## src/smf_pkg.sv

```systemverilog
// ----------------------------------------------------------------------------
// smf_pkg
// Shared types and constants of the sliding median filter.
// ----------------------------------------------------------------------------
`timescale 1ns / 1ps
`default_nettype none

package smf_pkg;

   // Sample and configuration widths
   localparam int SAMPLE_WIDTH = 16;
   localparam int CSR_WIDTH    = 4;

   // Window size after reset
   localparam logic [CSR_WIDTH-1:0] WINDOW_RESET = 4'd3;

   // Input word
   typedef struct packed {
      logic signed [SAMPLE_WIDTH-1:0] sample;
      logic                           stream_end;
   } req_type;

   // Result word
   typedef struct packed {
      logic signed [SAMPLE_WIDTH-1:0] median_value;
      logic                           run_last;
      logic                           stream_last;
   } rsp_type;

   // Queue status seen by the front and back
   typedef struct packed {
      logic full;
      logic empty;
   } queue_status_type;

   // Back end sequencer states
   typedef enum logic [1:0] {
      BACK_IDLE,
      BACK_NEXT,
      BACK_RANK
   } back_state_type;

endpackage

`default_nettype wire

```

## src/sliding_median_filter_core.sv

```systemverilog
// ----------------------------------------------------------------------------
// sliding_median_filter_core
// Streaming 1-D median filter with edge replication at both stream ends.
// Input channel req_*: one signed sample per word, stream_end on the last
// word of a stream. Result channel rsp_*: one median per sample, run_last on
// the last result a word causes, stream_last on the final result of a stream.
// csr_write_en/csr_write_data set the odd window size (reset value 3); write
// it only while the block is idle. An even, zero or too large size gives no
// results. Results start once a full window of samples has arrived; the last
// sample flushes the rest, so one word releases from zero up to MAX_WINDOW
// results. Each job is held in the queue; the back end handles each of its
// results in two steps, window gather into the tap registers, then rank
// select into the output register. A two-entry job queue lets the front
// keep taking samples while the back end works; when rsp_stall holds the
// output register, the back end and then the queue fill and req_stall
// rises. Synchronous reset empties the queue, drops any pending result and
// restarts the stream count.
// ----------------------------------------------------------------------------
`timescale 1ns / 1ps
`default_nettype none

module sliding_median_filter_core #(
   parameter int MAX_WINDOW  = 9,
   parameter int QUEUE_DEPTH = 2
) (
   input  logic                          clock,
   input  logic                          reset,
   input  logic                          req_valid,
   output logic                          req_stall,
   input  smf_pkg::req_type              req_payload,
   output logic                          rsp_valid,
   input  logic                          rsp_stall,
   output smf_pkg::rsp_type              rsp_payload,
   input  logic                          csr_write_en,
   input  logic [smf_pkg::CSR_WIDTH-1:0] csr_write_data
);
   import smf_pkg::*;

   localparam int CW    = $clog2(MAX_WINDOW + 2);
   localparam int DW    = $clog2(MAX_WINDOW);
   localparam int JOB_W = MAX_WINDOW * SAMPLE_WIDTH + SAMPLE_WIDTH + CW + CSR_WIDTH
                          + 2 * DW + 1;

   queue_status_type q_status;
   logic             push;
   logic             pop;
   logic [JOB_W-1:0] push_data;
   logic [JOB_W-1:0] head_data;

   smf_front #(
      .MAX_WINDOW (MAX_WINDOW),
      .JOB_W      (JOB_W)
   ) u_front (
      .clock          (clock),
      .reset          (reset),
      .req_valid      (req_valid),
      .req_stall      (req_stall),
      .req_payload    (req_payload),
      .csr_write_en   (csr_write_en),
      .csr_write_data (csr_write_data),
      .q_status       (q_status),
      .push           (push),
      .push_data      (push_data)
   );

   smf_queue #(
      .WIDTH (JOB_W),
      .DEPTH (QUEUE_DEPTH)
   ) u_queue (
      .clock     (clock),
      .reset     (reset),
      .push      (push),
      .push_data (push_data),
      .pop       (pop),
      .status    (q_status),
      .head_data (head_data)
   );

   smf_back #(
      .MAX_WINDOW (MAX_WINDOW),
      .JOB_W      (JOB_W)
   ) u_back (
      .clock       (clock),
      .reset       (reset),
      .q_status    (q_status),
      .head_data   (head_data),
      .pop         (pop),
      .rsp_valid   (rsp_valid),
      .rsp_stall   (rsp_stall),
      .rsp_payload (rsp_payload)
   );

endmodule

`default_nettype wire

```

## src/smf_queue.sv

```systemverilog
// ----------------------------------------------------------------------------
// smf_queue
// Short register queue of jobs between the front and the back end.
// ----------------------------------------------------------------------------
`timescale 1ns / 1ps
`default_nettype none

module smf_queue #(
   parameter int WIDTH = 1,
   parameter int DEPTH = 2
) (
   input  logic                      clock,
   input  logic                      reset,
   input  logic                      push,
   input  logic [WIDTH-1:0]          push_data,
   input  logic                      pop,
   output smf_pkg::queue_status_type status,
   output logic [WIDTH-1:0]          head_data
);
   import smf_pkg::*;

   localparam int PW = (DEPTH > 1) ? $clog2(DEPTH) : 1;
   localparam int NW = $clog2(DEPTH + 1);

   logic [WIDTH-1:0] slot_ff [DEPTH];
   logic [PW-1:0]    wr_ptr_ff, wr_ptr_in;
   logic [PW-1:0]    rd_ptr_ff, rd_ptr_in;
   logic [NW-1:0]    count_ff, count_in;
   logic             do_push, do_pop;

   // Gate the strobes with the fill level
   assign do_push = push && (count_ff != NW'(DEPTH));
   assign do_pop  = pop && (count_ff != '0);

   assign status.full  = (count_ff == NW'(DEPTH));
   assign status.empty = (count_ff == '0);
   assign head_data    = slot_ff[rd_ptr_ff];

   // Advance pointers with wrap and track the fill level
   always_comb begin
      wr_ptr_in = wr_ptr_ff;
      rd_ptr_in = rd_ptr_ff;
      count_in  = count_ff;
      if (do_push) begin
         wr_ptr_in = (wr_ptr_ff == PW'(DEPTH - 1)) ? '0 : wr_ptr_ff + PW'(1);
      end
      if (do_pop) begin
         rd_ptr_in = (rd_ptr_ff == PW'(DEPTH - 1)) ? '0 : rd_ptr_ff + PW'(1);
      end
      if (do_push && !do_pop) begin
         count_in = count_ff + NW'(1);
      end else if (do_pop && !do_push) begin
         count_in = count_ff - NW'(1);
      end
   end

   always_ff @(posedge clock) begin
      if (reset) begin
         wr_ptr_ff <= '0;
         rd_ptr_ff <= '0;
         count_ff  <= '0;
      end else begin
         wr_ptr_ff <= wr_ptr_in;
         rd_ptr_ff <= rd_ptr_in;
         count_ff  <= count_in;
      end
   end

   // Store the pushed job
   always_ff @(posedge clock) begin
      if (do_push) begin
         slot_ff[wr_ptr_ff] <= push_data;
      end
   end

endmodule

`default_nettype wire

```

## src/smf_front.sv

```systemverilog
// ----------------------------------------------------------------------------
// smf_front
// Takes samples, keeps the stream history and count, and turns each sample
// that releases outputs into a job naming the range of output positions.
// ----------------------------------------------------------------------------
`timescale 1ns / 1ps
`default_nettype none

module smf_front #(
   parameter int MAX_WINDOW = 9,
   parameter int JOB_W      = 1
) (
   input  logic                             clock,
   input  logic                             reset,
   input  logic                             req_valid,
   output logic                             req_stall,
   input  smf_pkg::req_type                 req_payload,
   input  logic                             csr_write_en,
   input  logic [smf_pkg::CSR_WIDTH-1:0]    csr_write_data,
   input  smf_pkg::queue_status_type        q_status,
   output logic                             push,
   output logic [JOB_W-1:0]                 push_data
);
   import smf_pkg::*;

   localparam int CW   = $clog2(MAX_WINDOW + 2);
   localparam int DW   = $clog2(MAX_WINDOW);
   localparam int CMPW = (CW > CSR_WIDTH) ? CW : CSR_WIDTH;

   typedef struct packed {
      logic [MAX_WINDOW-1:0][SAMPLE_WIDTH-1:0] hist;
      logic [SAMPLE_WIDTH-1:0]                 first_sample;
      logic [CW-1:0]                           seen;
      logic [CSR_WIDTH-1:0]                    window;
      logic [DW-1:0]                           d_hi;
      logic [DW-1:0]                           d_lo;
      logic                                    stream_end;
   } job_type;

   logic [MAX_WINDOW-1:0][SAMPLE_WIDTH-1:0] hist_ff, hist_in, hist_shift;
   logic [SAMPLE_WIDTH-1:0]                 first_ff, first_in, first_new;
   logic [CW-1:0]                           seen_ff, seen_in, seen_step;
   logic [CSR_WIDTH-1:0]                    window_ff, window_in;
   logic                                    accept;
   logic                                    win_ok;
   logic                                    has_out;
   logic [CMPW-1:0]                         seen_cmp, win_cmp;
   logic [DW-1:0]                           half;
   job_type                                 job;

   assign accept    = req_valid && !q_status.full;
   assign req_stall = q_status.full;

   // Shift in the new word, newest at the bottom
   assign hist_shift = {hist_ff[MAX_WINDOW-2:0], req_payload.sample};
   assign first_new  = (seen_ff == '0) ? req_payload.sample : first_ff;
   assign seen_step  = (seen_ff < CW'(MAX_WINDOW + 1)) ? seen_ff + CW'(1) : seen_ff;

   always_comb begin
      hist_in   = accept ? hist_shift : hist_ff;
      first_in  = accept ? first_new : first_ff;
      seen_in   = seen_ff;
      if (accept) begin
         seen_in = req_payload.stream_end ? '0 : seen_step;
      end
      window_in = csr_write_en ? csr_write_data : window_ff;
   end

   // Classify: which output positions this word releases
   assign seen_cmp = CMPW'(seen_step);
   assign win_cmp  = CMPW'(window_ff);
   assign half     = DW'(window_ff >> 1);
   assign win_ok   = window_ff[0] && (win_cmp <= CMPW'(MAX_WINDOW));
   assign has_out  = win_ok && (seen_cmp >= win_cmp);

   always_comb begin
      job.hist         = hist_shift;
      job.first_sample = first_new;
      job.seen         = seen_step;
      job.window       = window_ff;
      job.d_hi         = (seen_cmp == win_cmp) ? DW'(window_ff - CSR_WIDTH'(1)) : half;
      job.d_lo         = req_payload.stream_end ? '0 : half;
      job.stream_end   = req_payload.stream_end;
   end

   assign push      = accept && has_out;
   assign push_data = JOB_W'(job);

   always_ff @(posedge clock) begin
      if (reset) begin
         seen_ff   <= '0;
         window_ff <= WINDOW_RESET;
      end else begin
         seen_ff   <= seen_in;
         window_ff <= window_in;
      end
   end

   // Hold history and the edge sample
   always_ff @(posedge clock) begin
      hist_ff  <= hist_in;
      first_ff <= first_in;
   end

endmodule

`default_nettype wire

```

## src/smf_back.sv

```systemverilog
// ----------------------------------------------------------------------------
// smf_back
// Walks the output positions of each job, gathers the edge-replicated
// window and picks the median by rank; each result is gathered, then ranked.
// ----------------------------------------------------------------------------
`timescale 1ns / 1ps
`default_nettype none

module smf_back #(
   parameter int MAX_WINDOW = 9,
   parameter int JOB_W      = 1
) (
   input  logic                      clock,
   input  logic                      reset,
   input  smf_pkg::queue_status_type q_status,
   input  logic [JOB_W-1:0]          head_data,
   output logic                      pop,
   output logic                      rsp_valid,
   input  logic                      rsp_stall,
   output smf_pkg::rsp_type          rsp_payload
);
   import smf_pkg::*;

   localparam int CW   = $clog2(MAX_WINDOW + 2);
   localparam int DW   = $clog2(MAX_WINDOW);
   localparam int HMAX = MAX_WINDOW / 2;
   localparam int ELEN = 2 * MAX_WINDOW;
   localparam int SHW  = $clog2(ELEN);

   typedef struct packed {
      logic [MAX_WINDOW-1:0][SAMPLE_WIDTH-1:0] hist;
      logic [SAMPLE_WIDTH-1:0]                 first_sample;
      logic [CW-1:0]                           seen;
      logic [CSR_WIDTH-1:0]                    window;
      logic [DW-1:0]                           d_hi;
      logic [DW-1:0]                           d_lo;
      logic                                    stream_end;
   } job_type;

   job_type                           job;
   back_state_type                    state_ff, state_in;
   logic [DW-1:0]                     d_ff, d_in, d_sel;
   logic [DW-1:0]                     half;
   logic [ELEN-1:0][SAMPLE_WIDTH-1:0] e_line;
   logic [ELEN*SAMPLE_WIDTH-1:0]      win_vec;
   logic [SHW-1:0]                    shamt;
   logic signed [SAMPLE_WIDTH-1:0]    win_ff [MAX_WINDOW];
   logic [DW-1:0]                     rank [MAX_WINDOW];
   logic signed [SAMPLE_WIDTH-1:0]    median;
   logic                              load_win;
   logic                              out_free;
   logic                              out_load;
   logic                              run_end;
   logic                              rsp_valid_ff, rsp_valid_in;
   rsp_type                           rsp_payload_ff, rsp_payload_in;

   assign job  = job_type'(head_data);
   assign half = DW'(job.window >> 1);

   // Build the edge-replicated line: entry p holds the sample p - HMAX back
   for (genvar p = 0; p < ELEN; p++) begin : g_line
      if (p <= HMAX) begin : g_lead
         assign e_line[p] = job.hist[0];
      end else if (p - HMAX < MAX_WINDOW) begin : g_mid
         assign e_line[p] = (CW'(p - HMAX) < job.seen) ? job.hist[p - HMAX]
                                                       : job.first_sample;
      end else begin : g_tail
         assign e_line[p] = job.first_sample;
      end
   end

   // Slide the line so the window for position d starts at the bottom
   assign d_sel   = (state_ff == BACK_IDLE) ? job.d_hi : d_ff;
   assign shamt   = SHW'(d_sel) + SHW'(HMAX) - SHW'(half);
   assign win_vec = e_line >> (shamt * SAMPLE_WIDTH);

   // Rank each tap with ties broken by position; the one of rank half wins
   always_comb begin
      median = '0;
      for (int k = 0; k < MAX_WINDOW; k++) begin
         rank[k] = '0;
         for (int j = 0; j < MAX_WINDOW; j++) begin
            if (j < int'(job.window) &&
                ((win_ff[j] < win_ff[k]) || (win_ff[j] == win_ff[k] && j < k))) begin
               rank[k] = rank[k] + DW'(1);
            end
         end
      end
      for (int k = 0; k < MAX_WINDOW; k++) begin
         if (k < int'(job.window) && rank[k] == half) begin
            median = win_ff[k];
         end
      end
   end

   assign out_free = !rsp_valid_ff || !rsp_stall;
   assign run_end  = (d_ff == job.d_lo);

   // Sequence gather and rank over the job's positions
   always_comb begin
      state_in = state_ff;
      d_in     = d_ff;
      load_win = 1'b0;
      out_load = 1'b0;
      pop      = 1'b0;
      case (state_ff)
         BACK_IDLE: begin
            if (!q_status.empty) begin
               load_win = 1'b1;
               d_in     = job.d_hi;
               state_in = BACK_RANK;
            end
         end
         BACK_NEXT: begin
            load_win = 1'b1;
            state_in = BACK_RANK;
         end
         BACK_RANK: begin
            if (out_free) begin
               out_load = 1'b1;
               if (run_end) begin
                  pop      = 1'b1;
                  state_in = BACK_IDLE;
               end else begin
                  d_in     = d_ff - DW'(1);
                  state_in = BACK_NEXT;
               end
            end
         end
         default: begin
            state_in = BACK_IDLE;
         end
      endcase
   end

   // Load the output register or drop the word once taken
   always_comb begin
      rsp_payload_in.median_value = median;
      rsp_payload_in.run_last     = run_end;
      rsp_payload_in.stream_last  = run_end && job.stream_end;
      if (out_load) begin
         rsp_valid_in = 1'b1;
      end else if (!rsp_stall) begin
         rsp_valid_in = 1'b0;
      end else begin
         rsp_valid_in = rsp_valid_ff;
      end
   end

   always_ff @(posedge clock) begin
      if (reset) begin
         state_ff     <= BACK_IDLE;
         rsp_valid_ff <= 1'b0;
      end else begin
         state_ff     <= state_in;
         rsp_valid_ff <= rsp_valid_in;
      end
   end

   // Hold position, window taps and result payload
   always_ff @(posedge clock) begin
      d_ff <= d_in;
      if (load_win) begin
         for (int k = 0; k < MAX_WINDOW; k++) begin
            win_ff[k] <= win_vec[k*SAMPLE_WIDTH +: SAMPLE_WIDTH];
         end
      end
      if (out_load) begin
         rsp_payload_ff <= rsp_payload_in;
      end
   end

   assign rsp_valid   = rsp_valid_ff;
   assign rsp_payload = rsp_payload_ff;

endmodule

`default_nettype wire

```

## config.mk

```make
export PLATFORM = sky130hd
export DESIGN_NAME = sliding_median_filter_core
export DESIGN_NICKNAME = d
export VERILOG_FILES = /design/src/smf_pkg.sv /design/src/sliding_median_filter_core.sv /design/src/smf_queue.sv /design/src/smf_front.sv /design/src/smf_back.sv
export SDC_FILE = /design/constraint.sdc
export NUM_CORES = 2
export LEC_CHECK = 0
export BUFFER_PORTS_ARGS = -buffer_cell sky130_fd_sc_hd__buf_2
export CORE_MARGIN = 2
export CORE_UTILIZATION = 30
export CTS_CLUSTER_DIAMETER = 200
export DETAILED_ROUTE_END_ITERATION = 8
export PLACE_DENSITY_LB_ADDON = 0.08
export SYNTH_ARGS = -nofsm -noshare
export SYNTH_HDL_FRONTEND = slang
export SYNTH_HIERARCHICAL = 1
export SYNTH_SLANG_ARGS = --single-unit
```

## constraint.sdc

```tcl
create_clock -name clock -period 16.95 [get_ports clock]
set_input_delay 3.39 -clock clock [delete_from_list [all_inputs] [get_ports clock]]
set_output_delay 3.39 -clock clock [all_outputs]
set_load 0.03 [all_outputs]
```

Yosys cells after proc, flatten, opt, wreduce, memory -nomap -nowiden:

Memory sizes are Yosys's and may differ from the RTL's. A register that Yosys moved wholly into a read port is not among the register bits.
Cells that the tools add are included.

* register bits: 181
* memory bits (writable): 496
* input bits: 26
* logic and storage cells: 540
* memories: 2

Memory list
* u_queue.slot_ff: words 2, bits a word 176, rd ports 1, clocked after memory_dff 1, write ports 1, RTL line smf_queue.sv:25 `logic [WIDTH-1:0] slot_ff [DEPTH];`
* u_back.win_ff: words 9, bits a word 16, rd ports 9, clocked after memory_dff 0, write ports 9, RTL line smf_back.sv:47 `logic signed [SAMPLE_WIDTH-1:0] win_ff [MAX_WINDOW];`

* add/sub/neg operators: 81
* order comparisons: 101
* equality and inequality tests: 55
* shift operators: 1
* multiplexer cells: 131
* reduce and logical (&&, ||, !) cells: 149

Operators by type and width (count)
* < comparator 16 bit: 81
* == test 16 bit: 36
* 2-to-1 mux 4 bit: 79
* adder 4 x 1 -> 4 bit, second input constant: 73
* 2-to-1 mux 16 bit: 18
* right shift 288 x 9 -> 144 bit: 1
* logical AND 1 bit: 99
* logical OR 1 bit: 37
* == test 4 x 3 -> 1 bit: 9
* < comparator 3 x 4 -> 1 bit, first input constant: 8
* 2-to-1 mux 1 bit: 26
* < comparator 2 x 4 -> 1 bit, first input constant: 4
* < comparator 1 x 4 -> 1 bit, first input constant: 3
* == test 4 bit: 2
* < comparator 4 bit, first input constant: 2
* 2-to-1 mux 2 bit: 4
* case mux 4 bit (2 select lines): 1
* subtractor 4 x 1 -> 4 bit, second input constant: 2
* inequality test 2 bit, second input constant: 3
* case mux 2 bit (3 select lines): 1
* nonzero test 2 bit: 3
* adder 4 x 3 -> 5 bit, second input constant: 1
* zero test 1 bit: 5
* subtractor 5 x 3 -> 5 bit: 1
* 15 further kinds: 19

Depth between registers and ports, before layout:

An unclocked memory read counts as a cell.

* depth in word-level cells: 31
* mapped depth: 44

Cells and area by module:

The synthesis kept the hierarchy.

Modules (own cells, without submodules)
* smf_back: times used 1, cells each 4440, area each 34971.0 um^2, sequential area each 5044.8 um^2
* smf_queue: times used 1, cells each 576, area each 13529.2 um^2, sequential area each 10730.3 um^2
* smf_front: times used 1, cells each 258, area each 5292.6 um^2, sequential area each 4484.3 um^2

Least setup slack after synthesis:

No wires, ideal clock.

* kind: input -> register
* from: in req_valid
* to: mem u_queue/slot_ff[1][0] (netlist name), enable pin
* arrival: 12.328 ns
* setup slack: 4.063 ns
* cell stages on the path: 7
* path through: nor2b_1 -> clkbuf_1 -> nand2_1 -> a311oi_1 -> inv_1 -> nor2_1 -> and2_1

* word-level cells in the longest chain between the ends: 5

Ends and longest elaborated chain
* start, declared: RTL line sliding_median_filter_core.sv:28 `input logic req_valid,`
* logical AND 1 bit: RTL line smf_front.sv:51 `assign accept = req_valid && !q_status.full;`
* net u_front.accept: RTL line smf_front.sv:44 `logic accept;`
* logical AND 1 bit: RTL line smf_front.sv:86 `assign push = accept && has_out;`
* net push: RTL line sliding_median_filter_core.sv:45 `logic push;`
* logical AND 1 bit: RTL line smf_queue.sv:32 `assign do_push = push && (count_ff != NW'(DEPTH));`
* net u_queue.do_push: RTL line smf_queue.sv:29 `logic do_push, do_pop;`
* 2-to-1 mux 1 bit: RTL line smf_queue.sv:71 `if (do_push) begin`
* 2-to-1 mux 1 bit (implied by the code): RTL line smf_queue.sv:72 `slot_ff[wr_ptr_ff] <= push_data;`
* end, declared: RTL line smf_queue.sv:25

The timed path passes the listed nets, and every way through them passes these cells.

==> out/results.ini <==
[status]
status=completed

[clock_network]
ctsResizeCount=0
cts_tree=yes
cts_root_buffer=clkbuf_16
cts_sinks=680
htreeDepth=3
clock_latency_ns=0.69
cts_inserted_buffers=81
clk_pin_slew_worst_paths_ns=0.06
postCtsSetupRepairBufs=0
cts.path.max_buffers=3
hold_buffers=0

[logic_synthesis]
syn-num-nets=5956
async_flop_share=0
synth_top_flop_cell=edfxtp_1
synth.distinct_cells=105
yosysTopAreaCell=edfxtp_1
syn_area_mm2=0.0538
syn_inst=5274
synth-seq-cells=680
synth_edf_count=664
yosys-top-cells-area=edfxtp_1, ha_1, mux2i_1, mux2_4, a21oi_1
avgSynthCellArea_um2=10.2
synthDominantCellAreaShare=0.371
seq_area_frac_synth=0.377
yosysWarnings=6

[place]
gp_congestion=1.02
portBuffers=45
dpl.hpwl_um=171000

[sta]
relSlewSlack=0.212
tightest_slew_ns=1.18
fmax_mhz=94.3
fin_crit_ns=10.61
rsz0062_at_grt=false
final.setup_skew_ns=0.0427
finalSetupViolations=0
slew_violations=0
fin_tns_setup_ns=0
finalHoldViolCount=0
post-route-period-util=0.626

[critical_path]
regToRegSetupSlack_ns=6.34
cp-start-kind=register
cp-end-kind=register
cp_data_required_time_ns=17.47
critPathArrivalTime_ns=11.13
criticalPathCategory=reg -> reg
critPathMostFrequentCell=ha_1
crit_fanout=44
cp_slowest_stage_delay_ns=1.05
cp_slowest_cell=a211oi_4

[hold_path]
hp-class=reg -> reg

[detailed_routing]
routed_via_density=5.58
dr_total_vias=42549
dr.pass1.iters=5
wl_per_cell_um=28.9
drtIter0Drc=3694
drcViolationCount=0
antenna_left=0
wl_um=220000

[global_route]
grt_pass1_vias=41565
antenna_found_initial=18
grt_pass1_wl_um=311000
grt.total_usage=0.237
gr-total-overflow=0
grt_start_max_net_pins=147

[run]
cap_violations=0

[floorplan]
die_area_mm2=0.183
start_util=0.302
num_rows=155
ios=46
core_area_mm2=0.178
die_height_um=427
die_x_um=427

[layout]
areaGrowthSynthToFinish_pct=10.2
drive_above_1_share=0.115
nFillCells=17958
fin_nets=5898

-- flip-flops by register name, indices dropped and copies added, names as in the netlist, named ones only --
name                cells
u_front/seen_ff         4
u_queue/slot_ff       354
u_front/win_cmp         4
u_queue/rd_ptr_ff       1
u_back/win_ff         144
u_back/rsp_payload     18
u_back/rsp_valid        1
u_back/d_ff             4
u_queue/wr_ptr_ff       1
u_queue/count_ff        2
u_front/push_data     128
u_front/first_ff       16
u_back/state_ff         2
-- final timing paths --
path                     startpoint                       to  cells after the start
max                        register    u_back/rsp_payload[7]                     34
min          u_front/push_data[173]  u_queue/slot_ff[0][173]                      0
max reg2reg                register    u_back/rsp_payload[7]                     34
min reg2reg  u_front/push_data[173]  u_queue/slot_ff[0][173]                      0
-- logic make-up (layout without fill, tap and decap cells) --
logic type      Yosys count  count (layout)  share of synthesized area
simple gates           1419            1419                      0.126
compound gates         1283            1283                      0.157
flops                   680             680                      0.377
fa+ha+maj               656             656                      0.153
buf+inv                 553             553                     0.0433
mux                     551             551                      0.118
xor+xnor                131             131                     0.0272
other cells               1               3                  0.0000697
-- critical path, delay by kind of cell (launching register included) --
kind | cells | cell delay (ns)
flops | 1 | 0.82
buf+inv | 3 | 1.00
compound gates | 12 | 3.64
fa+ha+maj | 6 | 1.89
xor+xnor | 1 | 0.12
mux | 3 | 1.12
simple gates | 9 | 1.82
-- synthesized netlist by cell type (all sizes together) (60+ instances only) --
library cell / count
edfxtp: 664
ha: 655
nor2: 434
a21oi: 371
nand2: 365
mux2i: 305
o21ai: 288
inv: 265
mux2: 245
clkbuf: 207
nand3: 152
a211oi: 116
nand4: 106
buf: 79
nor3: 77
xnor2: 68
nor2b: 61
a21o: 60
-- layout make-up --
class / count / area (µm²) / share of cell area
timing repair buffer: 145 / 1000 / 0.0169
clock buffer: 97 / 2130 / 0.0359
inverter: 267 / 1010 / 0.0171
multi-input combinational: 4041 / 31400 / 0.530
sequential: 680 / 20300 / 0.342
antenna: 2 / 5.00 / 0.0000844
tap: 2355 / 2950 / 0.0497
clock inverter: 44 / 482 / 0.00813
-- layout by cell type, fill, tap and decap left out, types with 105 or more instances in the layout --
cell type,count
edfxtp_1,664
ha_1,653
nor2_1,429
a21oi_1,366
nand2_1,364
mux2i_1,305
o21ai_0,269
inv_1,261
nand3_1,152
mux2_4,130
mux2_2,115
a211oi_1,112
nand4_1,105
-- per-layer routing --
metal / global-route usage / share of wire / up-vias
li1: - / - / 19852
met1: 0.320 / 0.45 / 21111
met2: 0.381 / 0.45 / 1259
met3: 0.0282 / 0.050 / 323
met4: 0.103 / 0.047 / 4
met5: 0 / 0.00012 / -
-- through the flow --
stage	util	hold WS (ns)	setup slack, ns	instance area (µm²)	instances
floorplan	-	0.421	4.06	53800	5274
global placement	0.318	0.424	6.66	56700	7488
detailed placement	0.318	0.431	6.52	56700	7488
CTS	0.333	0.434	6.47	59300	7629
global route	0.333	0.448	5.94	59300	7629
finish	0.333	0.438	6.34	59300	7631
Power is left out: the tool's default activity adds up to more than one toggle a clock period on the data nets, which glitch-free logic cannot reach.
